<file path="config.mk">
export PLATFORM = sky130hd
export DESIGN_NAME = pwm_prescale_period_calc
export DESIGN_NICKNAME = d
export VERILOG_FILES = /design/src/rtl/pwmpc_pkg.sv /design/src/rtl/pwmpc_front.sv /design/src/rtl/pwmpc_cell.sv /design/src/rtl/pwmpc_duty.sv /design/src/rtl/pwm_prescale_period_calc.sv
export SDC_FILE = /design/constraint.sdc
export NUM_CORES = 2
export LEC_CHECK = 0
export ABC_AREA = 0
export BUFFER_PORTS_ARGS = -buffer_cell sky130_fd_sc_hd__buf_2
export CORE_AREA = 4 4 359 361
export CTS_CLUSTER_SIZE = 8
export DETAILED_ROUTE_END_ITERATION = 7
export DIE_AREA = 0 0 363 365
export PLACE_DENSITY = 0.78
export SETUP_SLACK_MARGIN = 0.3
export SLEW_MARGIN = 10
export SYNTH_ARGS = -nofsm -noshare
export SYNTH_HDL_FRONTEND = slang
export SYNTH_HIERARCHICAL = 1
export SYNTH_SLANG_ARGS = --single-unit
</file>
<file path="constraint.sdc">
create_clock -name aclk -period 42 [get_ports aclk]
set_input_delay 2.1 -clock aclk [delete_from_list [all_inputs] [get_ports aclk]]
set_output_delay 2.1 -clock aclk [all_outputs]
set_load 0.02 [all_outputs]
</file>
<file path="src/rtl/pwmpc_pkg.sv">
package pwmpc_pkg;

    // Fixed field widths of the input and result items.
    localparam int FREQ_W   = 24;
    localparam int DUTY_W   = 17;
    localparam int SHIFT_W  = 3;
    localparam int COUNT_W  = 15;
    localparam int STATUS_W = 2;

    // Largest period count and largest prescale shift; the result field widths
    // above are sized for exactly these limits.
    localparam int MAX_PERIOD = 32767;
    localparam int MAX_SHIFT  = 7;

    // Q16 representation of a duty of exactly one.
    localparam logic [DUTY_W-1:0] Q16_ONE = 17'd65536;
    localparam int Q16_FRAC = 16;

    // Result status codes.
    localparam logic [STATUS_W-1:0] ST_OK   = 2'd0;
    localparam logic [STATUS_W-1:0] ST_DUTY = 2'd1;
    localparam logic [STATUS_W-1:0] ST_FREQ = 2'd2;

    // Control fields that travel alongside the divider data.
    typedef struct packed {
        logic                valid;
        logic [SHIFT_W-1:0]  shift;
        logic [STATUS_W-1:0] status;
        logic [DUTY_W-1:0]   duty;
    } pwmpc_ctl_t;

    // One finished result.
    typedef struct packed {
        logic [SHIFT_W-1:0]  shift;
        logic [COUNT_W-1:0]  period;
        logic [COUNT_W-1:0]  duty;
        logic [STATUS_W-1:0] status;
    } pwmpc_res_t;

endpackage

</file>
<file path="src/rtl/pwmpc_front.sv">
module pwmpc_front #(
    parameter int CLOCK_HZ   = 16000000
) (
    input  logic                                               aclk,
    input  logic                                               aresetn,
    input  logic                                               en,
    input  logic                                               in_valid,
    input  logic [pwmpc_pkg::FREQ_W-1:0]                       freq_hz,
    input  logic [pwmpc_pkg::DUTY_W-1:0]                       duty_fraction,
    output pwmpc_pkg::pwmpc_ctl_t                              ctl_reg,
    output logic [pwmpc_pkg::FREQ_W+pwmpc_pkg::MAX_SHIFT-1:0]  denom_reg
);
    import pwmpc_pkg::*;

    localparam int DENW    = FREQ_W + MAX_SHIFT;
    localparam int SHW     = $clog2(MAX_SHIFT + 1);
    // Smallest divisor for which the period count stays at or below the maximum.
    localparam int MIN_DEN = (CLOCK_HZ + MAX_PERIOD - 1) / MAX_PERIOD;

    logic [SHW-1:0]   shift_sel;
    logic             found;
    logic [DENW-1:0]  freq_ext;
    pwmpc_ctl_t       ctl_next;
    logic [DENW-1:0]  denom_next;

    assign freq_ext = DENW'(freq_hz);

    // Every shift is tested in parallel; the lowest passing shift wins.
    always_comb begin
        shift_sel = '0;
        found     = 1'b0;
        for (int s = MAX_SHIFT; s >= 0; s--) begin
            if ((freq_ext << s) >= DENW'(MIN_DEN)) begin
                found     = 1'b1;
                shift_sel = SHW'(s);
            end
        end
    end

    always_comb begin
        ctl_next.valid = in_valid;
        ctl_next.duty  = duty_fraction;
        ctl_next.shift = '0;
        denom_next     = freq_ext << shift_sel;
        if (duty_fraction > Q16_ONE) begin
            ctl_next.status = ST_DUTY;
        end else if (!found) begin
            ctl_next.status = ST_FREQ;
        end else begin
            ctl_next.status = ST_OK;
            ctl_next.shift  = SHIFT_W'(shift_sel);
        end
    end

    always_ff @(posedge aclk) begin
        if (!aresetn) begin
            ctl_reg <= '0;
        end else if (en) begin
            ctl_reg <= ctl_next;
        end
    end

    always_ff @(posedge aclk) begin
        if (en) begin
            denom_reg <= denom_next;
        end
    end

endmodule

</file>
<file path="src/rtl/pwmpc_cell.sv">
module pwmpc_cell #(
    parameter int CLKW    = 24,
    parameter int DENW    = 31,
    parameter int QW      = 15,
    parameter int BIT_POS = 0
) (
    input  logic                  aclk,
    input  logic                  aresetn,
    input  logic                  en,
    input  pwmpc_pkg::pwmpc_ctl_t ctl_in,
    input  logic [DENW-1:0]       denom_in,
    input  logic [CLKW-1:0]       rem_in,
    input  logic [QW-1:0]         quot_in,
    output pwmpc_pkg::pwmpc_ctl_t ctl_reg,
    output logic [DENW-1:0]       denom_reg,
    output logic [CLKW-1:0]       rem_reg,
    output logic [QW-1:0]         quot_reg
);
    import pwmpc_pkg::*;

    localparam int CW = (CLKW > DENW) ? CLKW : DENW;

    logic [CLKW-1:0]    rem_sh;
    logic [DENW+QW-1:0] den_sh;
    logic               ge;
    logic [CLKW-1:0]    rem_next;
    logic [QW-1:0]      quot_next;

    // One restoring step: try to take the divisor, scaled to this bit, off the remainder.
    assign rem_sh    = rem_in >> BIT_POS;
    assign ge        = CW'(rem_sh) >= CW'(denom_in);
    assign den_sh    = (DENW + QW)'(denom_in) << BIT_POS;
    assign rem_next  = ge ? (rem_in - CLKW'(den_sh)) : rem_in;
    assign quot_next = {quot_in[QW-2:0], ge};

    always_ff @(posedge aclk) begin
        if (!aresetn) begin
            ctl_reg <= '0;
        end else if (en) begin
            ctl_reg <= ctl_in;
        end
    end

    always_ff @(posedge aclk) begin
        if (en) begin
            denom_reg <= denom_in;
            rem_reg   <= rem_next;
            quot_reg  <= quot_next;
        end
    end

endmodule

</file>
<file path="src/rtl/pwmpc_duty.sv">
module pwmpc_duty #(
    parameter int QW = 15
) (
    input  logic                  aclk,
    input  logic                  aresetn,
    input  logic                  en,
    input  pwmpc_pkg::pwmpc_ctl_t ctl_in,
    input  logic [QW-1:0]         quot_in,
    output logic                  valid_reg,
    output pwmpc_pkg::pwmpc_res_t res_reg
);
    import pwmpc_pkg::*;

    logic [DUTY_W+QW-1:0] prod;
    pwmpc_res_t           res_next;

    assign prod = (DUTY_W + QW)'(ctl_in.duty) * (DUTY_W + QW)'(quot_in);

    // Errors report zero counts and a zero shift.
    always_comb begin
        res_next.status = ctl_in.status;
        if (ctl_in.status == ST_OK) begin
            res_next.shift  = ctl_in.shift;
            res_next.period = COUNT_W'(quot_in);
            res_next.duty   = COUNT_W'(prod >> Q16_FRAC);
        end else begin
            res_next.shift  = '0;
            res_next.period = '0;
            res_next.duty   = '0;
        end
    end

    always_ff @(posedge aclk) begin
        if (!aresetn) begin
            valid_reg <= 1'b0;
        end else if (en) begin
            valid_reg <= ctl_in.valid;
        end
    end

    always_ff @(posedge aclk) begin
        if (en) begin
            res_reg <= res_next;
        end
    end

endmodule

</file>
<file path="src/rtl/pwm_prescale_period_calc.sv">
// PWM prescale and period calculator.
// Each input item on the s_ channel carries a target PWM frequency in hertz and a
// duty fraction in Q16. The block returns one result item per input item on the m_
// channel: the power-of-two prescale shift, the floored period count, the duty
// compare count, and a status code in m_tuser (ok, duty above one, or frequency zero
// or too low; errors return zero counts).
// The shift is chosen in a front stage, the period comes from a row of restoring
// divider cells with one cell per quotient bit, and a last stage forms the duty count
// with one multiply. An accepted input item passes through the front stage, 15
// divider cells, the duty stage and the output register before it shows on m_tvalid.
// Throughput is one item per cycle while the skid register is free, as the divider
// row advances only then.
// The result side has an output register and a one-entry skid register. When the
// receiver stalls, the pipeline keeps moving until a result lands in the skid
// register; s_tready then drops and the whole pipeline holds until the receiver
// takes an item. Reset clears every valid flag and leaves no item in flight; the
// block is ready for input as soon as reset is released.
module pwm_prescale_period_calc #(
    parameter int CLOCK_HZ   = 16000000
) (
    input  logic        aclk,
    input  logic        aresetn,
    input  logic        s_tvalid,
    output logic        s_tready,
    input  logic [47:0] s_tdata,  // [23:0] freq_hz, [40:24] duty_fraction
    output logic        m_tvalid,
    input  logic        m_tready,
    output logic [39:0] m_tdata,  // [2:0] prescale_shift, [17:3] period_count,
                                  // [32:18] duty_count
    output logic [1:0]  m_tuser   // [1:0] status
);
    import pwmpc_pkg::*;

    localparam int DENW = FREQ_W + MAX_SHIFT;
    localparam int CLKW = $clog2(CLOCK_HZ + 1);
    localparam int QW   = $clog2(MAX_PERIOD + 1);

    // Data handed from cell to cell; entry 0 holds the front stage output and the start values.
    pwmpc_ctl_t      ctl_a   [QW+1];
    logic [DENW-1:0] denom_a [QW+1];
    logic [CLKW-1:0] rem_a   [QW+1];
    logic [QW-1:0]   quot_a  [QW+1];

    logic       en;
    logic       fin_valid;
    pwmpc_res_t fin_res;
    logic       take;

    logic       out_valid_reg;
    pwmpc_res_t out_res_reg;
    logic       skid_valid_reg;
    pwmpc_res_t skid_res_reg;

    // The pipeline advances whenever the skid register is free.
    assign en       = !skid_valid_reg;
    assign s_tready = en;

    pwmpc_front #(
        .CLOCK_HZ   (CLOCK_HZ)
    ) u_front (
        .aclk          (aclk),
        .aresetn       (aresetn),
        .en            (en),
        .in_valid      (s_tvalid),
        .freq_hz       (s_tdata[FREQ_W-1:0]),
        .duty_fraction (s_tdata[FREQ_W+DUTY_W-1:FREQ_W]),
        .ctl_reg       (ctl_a[0]),
        .denom_reg     (denom_a[0])
    );

    // The remainder starts as the clock rate and the quotient as zero.
    assign rem_a[0]  = CLKW'(CLOCK_HZ);
    assign quot_a[0] = '0;

    // Cell i decides quotient bit QW-1-i, most significant first.
    for (genvar i = 0; i < QW; i++) begin : g_cell
        pwmpc_cell #(
            .CLKW    (CLKW),
            .DENW    (DENW),
            .QW      (QW),
            .BIT_POS (QW - 1 - i)
        ) u_cell (
            .aclk      (aclk),
            .aresetn   (aresetn),
            .en        (en),
            .ctl_in    (i == 0 ? ctl_a[0] : ctl_a[i]),
            .denom_in  (denom_a[i]),
            .rem_in    (rem_a[i]),
            .quot_in   (quot_a[i]),
            .ctl_reg   (ctl_a[i+1]),
            .denom_reg (denom_a[i+1]),
            .rem_reg   (rem_a[i+1]),
            .quot_reg  (quot_a[i+1])
        );
    end

    pwmpc_duty #(
        .QW (QW)
    ) u_duty (
        .aclk      (aclk),
        .aresetn   (aresetn),
        .en        (en),
        .ctl_in    (ctl_a[QW]),
        .quot_in   (quot_a[QW]),
        .valid_reg (fin_valid),
        .res_reg   (fin_res)
    );

    // A finished result leaves the pipeline only in a cycle in which it advances.
    assign take = en && fin_valid;

    always_ff @(posedge aclk) begin
        if (!aresetn) begin
            out_valid_reg  <= 1'b0;
            skid_valid_reg <= 1'b0;
        end else if (!out_valid_reg || m_tready) begin
            if (skid_valid_reg) begin
                out_valid_reg  <= 1'b1;
                skid_valid_reg <= 1'b0;
            end else begin
                out_valid_reg <= take;
            end
        end else if (take) begin
            skid_valid_reg <= 1'b1;
        end
    end

    always_ff @(posedge aclk) begin
        if (!out_valid_reg || m_tready) begin
            if (skid_valid_reg) begin
                out_res_reg <= skid_res_reg;
            end else if (take) begin
                out_res_reg <= fin_res;
            end
        end else if (take) begin
            skid_res_reg <= fin_res;
        end
    end

    assign m_tvalid = out_valid_reg;
    assign m_tdata  = {7'd0, out_res_reg.duty, out_res_reg.period, out_res_reg.shift};
    assign m_tuser  = out_res_reg.status;

endmodule
</file>
### Word-level counts from Yosys, hierarchy flattened

Cells that the tools add are included.

| word-level totals | value |
|---|---|
| input bits | 52 |
| memory bits (read-only) | 0 |
| register bits after elaboration | 1397 |
| bits in latches | 0 |
| memories | 0 |
| logic and storage cells | 210 |
| output and inout bits | 44 |
| RAM bits | 0 |

| operators by class | value |
|---|---|
| add/subtract/negate cells | 14 |
| reductions and logical operators | 9 |
| multiplexer cells | 36 |
| bitwise operators | 2 |
| div/mod/pow operators | 0 |
| $lt $le $gt $ge | 24 |
| equal/unequal tests | 0 |
| shift operators | 1 |
| multiply operators | 1 |

Operator list:

| operator | count |
|---|---|
| $mux 24 | 13 |
| $sub 24x24->24 | 13 |
| $mux 35 | 2 |
| $ge 10x31->1 const A | 1 |
| $ge 11x31->1 | 1 |
| $ge 12x31->1 | 1 |
| $ge 13x31->1 | 1 |
| $ge 14x31->1 | 1 |
| $ge 15x31->1 | 1 |
| $ge 16x31->1 | 1 |
| $ge 17x31->1 | 1 |
| $ge 18x31->1 | 1 |
| $ge 19x31->1 | 1 |
| $ge 20x31->1 | 1 |
| $ge 21x31->1 | 1 |
| $ge 22x31->1 | 1 |
| $ge 23x31->1 | 1 |
| $ge 24x31->1 | 1 |
| $ge 31x9->1 const B | 1 |
| $mul 17x15->31 | 1 |
| $shl 24x3->31 | 1 |
| $ge 30x9->1 const B | 1 |
| $mux 3 | 10 |
| $ge 29x9->1 const B | 1 |
| other kinds (17) | 29 |

### Longest topological paths before layout

| logic depth | value |
|---|---|
| depth after elaboration | 11 |
| depth in mapped cells | 22 |
| depth with buffers taken out | 20 |

### Cells and area by module

The synthesis kept the hierarchy.

By module, submodules not included:

| module | seq. area each (um^2) | cells an instance | instances | area each (um^2) |
|---|---|---|---|---|
| pwmpc_duty | 1071.0 | 1021 | 1 | 9539.1 |
| pwmpc_cell at g_cell[14].u_cell | 2562.5 | 367 | 1 | 4684.5 |
| pwmpc_cell at g_cell[13].u_cell | 2562.5 | 358 | 1 | 4605.7 |
| pwmpc_cell at g_cell[12].u_cell | 2562.5 | 379 | 1 | 4555.6 |
| pwmpc_cell at g_cell[11].u_cell | 2562.5 | 342 | 1 | 4460.5 |
| pwmpc_cell at g_cell[9].u_cell | 2562.5 | 330 | 1 | 4400.5 |
| pwmpc_cell at g_cell[10].u_cell | 2562.5 | 345 | 1 | 4394.2 |
| pwmpc_cell at g_cell[7].u_cell | 2562.5 | 322 | 1 | 4300.4 |
| pwmpc_cell at g_cell[8].u_cell | 2562.5 | 337 | 1 | 4224.1 |
| pwmpc_cell at g_cell[6].u_cell | 2562.5 | 304 | 1 | 4070.2 |
| pwmpc_cell at g_cell[5].u_cell | 2562.5 | 312 | 1 | 4046.4 |
| pwmpc_cell at g_cell[4].u_cell | 2562.5 | 278 | 1 | 3997.6 |
| pwmpc_cell at g_cell[3].u_cell | 2562.5 | 268 | 1 | 3878.7 |
| pwmpc_cell at g_cell[2].u_cell | 2562.5 | 259 | 1 | 3848.7 |
| +4 rows | - | - | - | - |

### Worst setup path after synthesis

OpenSTA, ideal clock, no wires.

| path | value |
|---|---|
| path kind | reg2reg |
| start point | register skid_valid_reg |
| end point | register u_front/ctl_reg[19] (netlist name) |
| data required time | 41.928 ns |
| buffers on the path | 2 |
| path slack | 14.496 ns |
| cell stages (with the launch flop) | 11 |
| data arrival time | 27.432 ns |
| setup time | 0.072 ns |
| clock period less this slack | 27.504 ns |
| cell sequence | dfxtp_1 -> buf_6 -> buf_6 -> inv_1 -> inv_1 -> or3_1 -> o22ai_1 -> o41ai_1 -> nor2_1 -> a21oi_1 -> nor2b_1 |

RTL lines:

| item | RTL line | RTL |
|---|---|---|
| start: declaration | pwm_prescale_period_calc.sv:51 | `logic skid_valid_reg;` |
| start signal: assignment | pwm_prescale_period_calc.sv:115 | `skid_valid_reg <= 1'b0;` |
| start signal: assignment | pwm_prescale_period_calc.sv:119 | `skid_valid_reg <= 1'b0;` |
| start signal: assignment | pwm_prescale_period_calc.sv:124 | `skid_valid_reg <= 1'b1;` |
| end signal: assignment | pwmpc_front.sv:59 | `ctl_reg <= ctl_next;` |
| end: declaration | pwmpc_front.sv:10 | `output pwmpc_pkg::pwmpc_ctl_t ctl_reg,` |

### Final worst setup path

| path | value |
|---|---|
| start point | register g_cell[14].u_cell.quot_reg[5] |
| end point | register u_duty/res_reg[9] (netlist name), data pin |

| on the way | value |
|---|---|
| longest elaborated chain between the ends | 1 |

RTL lines:

| item | RTL line | RTL |
|---|---|---|
| start: declaration | pwmpc_cell.sv:17 | `output logic [QW-1:0] quot_reg` |
| start signal: assignment | pwmpc_cell.sv:48 | `quot_reg <= quot_next;` |
| $mul 17x15->31 | pwmpc_duty.sv:17 | `assign prod = (DUTY_W + QW)'(ctl_in.duty) * (DUTY_W + QW)'(quot_in);` |
| end signal: assignment | pwmpc_duty.sv:43 | `res_reg <= res_next;` |
| end: declaration | pwmpc_duty.sv:10 | `output pwmpc_pkg::pwmpc_res_t res_reg` |

Every way passes these cells.
A chain may end at the register's enable or synchronous reset.

==> run metrics <==
crit path time final 6900 ps; outcome complete, no violations; Arr. time, crit path 7380 ps; initial antenna violation count 1; CTS max path bufs 3; # nets final 6502; flip-flop count of the largest register after layout 434; Slew HR 24.2%; type of origin of the critical path flop; DRT antenna net count 0; CP Max Fanout 18; overall routed net length 142000 um; GRT Util Overall 21.6%; Max IR drop VDD 0.0432 mV; Routed WL per cell 18.6 um; Mean Syn Cell Area 12.4 um2; first-pass GRT wire length 230000 um; hold path cells 0; fin crit share 16.4%; RSZ-0062 raised after global routing false; total CTS buffers 193; Reg2Reg Launch Point g_cell[14].u_cell/quot_reg[5]$_DFFE_PP_; Hold Path Class reg -> reg; die outline height 365 um; vias post-DR 42900; data required time of the worst path 42490 ps; Tightest Pin Transition 1140 ps; gpl congestion 0.915; WS Path Type reg -> reg; clk sinks 1397; CTS tree done; grt ovf 0; Initial DRC Count 2879; Starting Density 57.3%; final setup fails 0; total iterations of the first detailed-routing run 5; CTS Hold Bufs 0; Synth Instances 5776; Ys Warns 6; Clock Latency Late Sink 810 ps; R2R cell count 18; largest net degree at the start of global routing 191; Post-route DRC 0; vias in the first global route 43500; row count 130; Crit Reg-Reg Endpoint u_duty/res_reg[9]$_SDFFCE_PP0P_; # IOs 96; post-CTS sizing 0; n_diodes 0; hold worst-path end g_cell[9].u_cell/rem_reg[1]$_DFFE_PP_; hpwl dp 101000 um; reg2reg setup slack 35100 ps; detail-routed via count per cell 5.63; Leakage 0.0350 uW; core region area 125000 um2; CTS root buf clkbuf_16; H-tree level count 4; fin. max-slew vios 0; HP Start g_cell[8].u_cell/rem_reg[1]$_DFFE_PP_; area added between synthesis and finish 9.95%; Final Hold Viols 0; post-CTS setup buffer count 0; PwrDens 40.5 nW/um2; max-cap violation count 0; PortBufs 81; Die X 363 um; share of post-route cells with drive strength above 1 10.6%; Die ar. 132000 um2; clock-pin slew on the worst setup and hold paths 60 ps; Clock Skews 54.3 ps; synthesized cell area 71800 um2; TNS Setup 0 ps; Critical Path End Type flop; final core occ 63.0%; Peak Freq 145 MHz
==> layer usage <==
metal	GRT usage [%]	routed length (um)	vias up
li1	-	-	20700
met1	27.3	61200	20900
met2	36.8	68900	1006
met3	3.43	5570	290
met4	9.70	6260	0
met5	0	0	-
==> critical path, stage by stage, from the launching register on <==
cell	delay (ps)
edfxtp_1	720
and2_1	310
fa_1	530
inv_1	60
fa_1	530
inv_1	50
fa_1	500
inv_1	50
fa_1	480
inv_1	60
fa_1	520
fa_1	500
ha_1	350
nand3_1	150
o22ai_1	120
a211oi_1	680
o21ai_1	270
a311oi_1	580
mux2i_1	160
==> layout by cell type (no fill, tap or decap), drive strengths merged, types with 205 or more instances in the layout <==
master / instances
dfxtp: 371
mux2i: 407
nand2: 314
nor2b: 402
clkbuf: 254
fa: 205
ha: 344
a21oi: 228
edfxtp: 1026
inv: 540
==> where the power goes <==
| group | internal (uW) | switching (uW) | leakage [uW] |
|---|---|---|---|
| sequential | 1520 | 27.4 | 0.0141 |
| clock | 838 | 554 | 0.00261 |
| combinational | 111 | 141 | 0.0183 |
| total | 2470 | 722 | 0.0350 |
==> final cells by class <==
type                            instances  area, um2
Fill cell                            9369      46400
Sequential cell                      1397      38200
Multi-Input combinational cell       3661      30500
Clock buffer                          253       5100
Tap cell                             1650       2060
Inverter                              537       2030
Timing Repair Buffer                  111        677
Clock inverter                         17        340
==> how the worst max path moves through the flow <==
stage                                                   start                               end  slack (ps)  cells after the start
global placement    g_cell[14].u_cell/ctl_reg[8]$_SDFFE_PN0P_  u_duty/res_reg[14]$_SDFFCE_PP0P_       35240                     17
global route        g_cell[14].u_cell/ctl_reg[9]$_SDFFE_PN0P_  u_duty/res_reg[14]$_SDFFCE_PP0P_       34840                     17
detailed placement  g_cell[14].u_cell/ctl_reg[9]$_SDFFE_PN0P_  u_duty/res_reg[14]$_SDFFCE_PP0P_       35170                     17
finish                g_cell[14].u_cell/quot_reg[5]$_DFFE_PP_   u_duty/res_reg[9]$_SDFFCE_PP0P_       35100                     18
CTS                 g_cell[14].u_cell/ctl_reg[9]$_SDFFE_PN0P_  u_duty/res_reg[14]$_SDFFCE_PP0P_       35140                     17
floorplan                         skid_valid_reg$_SDFFE_PP0P_  u_front/ctl_reg[19]$_SDFFE_PN0P_       18110                     10
==> per-stage QoR <==
| stage | cell area [um2] | worst slack (ps) | hold slack, ps | cells | total power [uW] |
|---|---|---|---|---|---|
| after floorplan | 72000 | 18110 | 400 | 5821 | 1770 |
| after global placement | 73600 | 35240 | 400 | 7356 | 1810 |
| after detailed placement | 73600 | 35170 | 405 | 7356 | 1820 |
| after CTS | 79000 | 35140 | 395 | 7626 | 3230 |
| after global routing | 79000 | 34840 | 408 | 7626 | 3330 |
| final | 79000 | 35100 | 391 | 7626 | 3200 |
(Power assumes the default switching activity.)
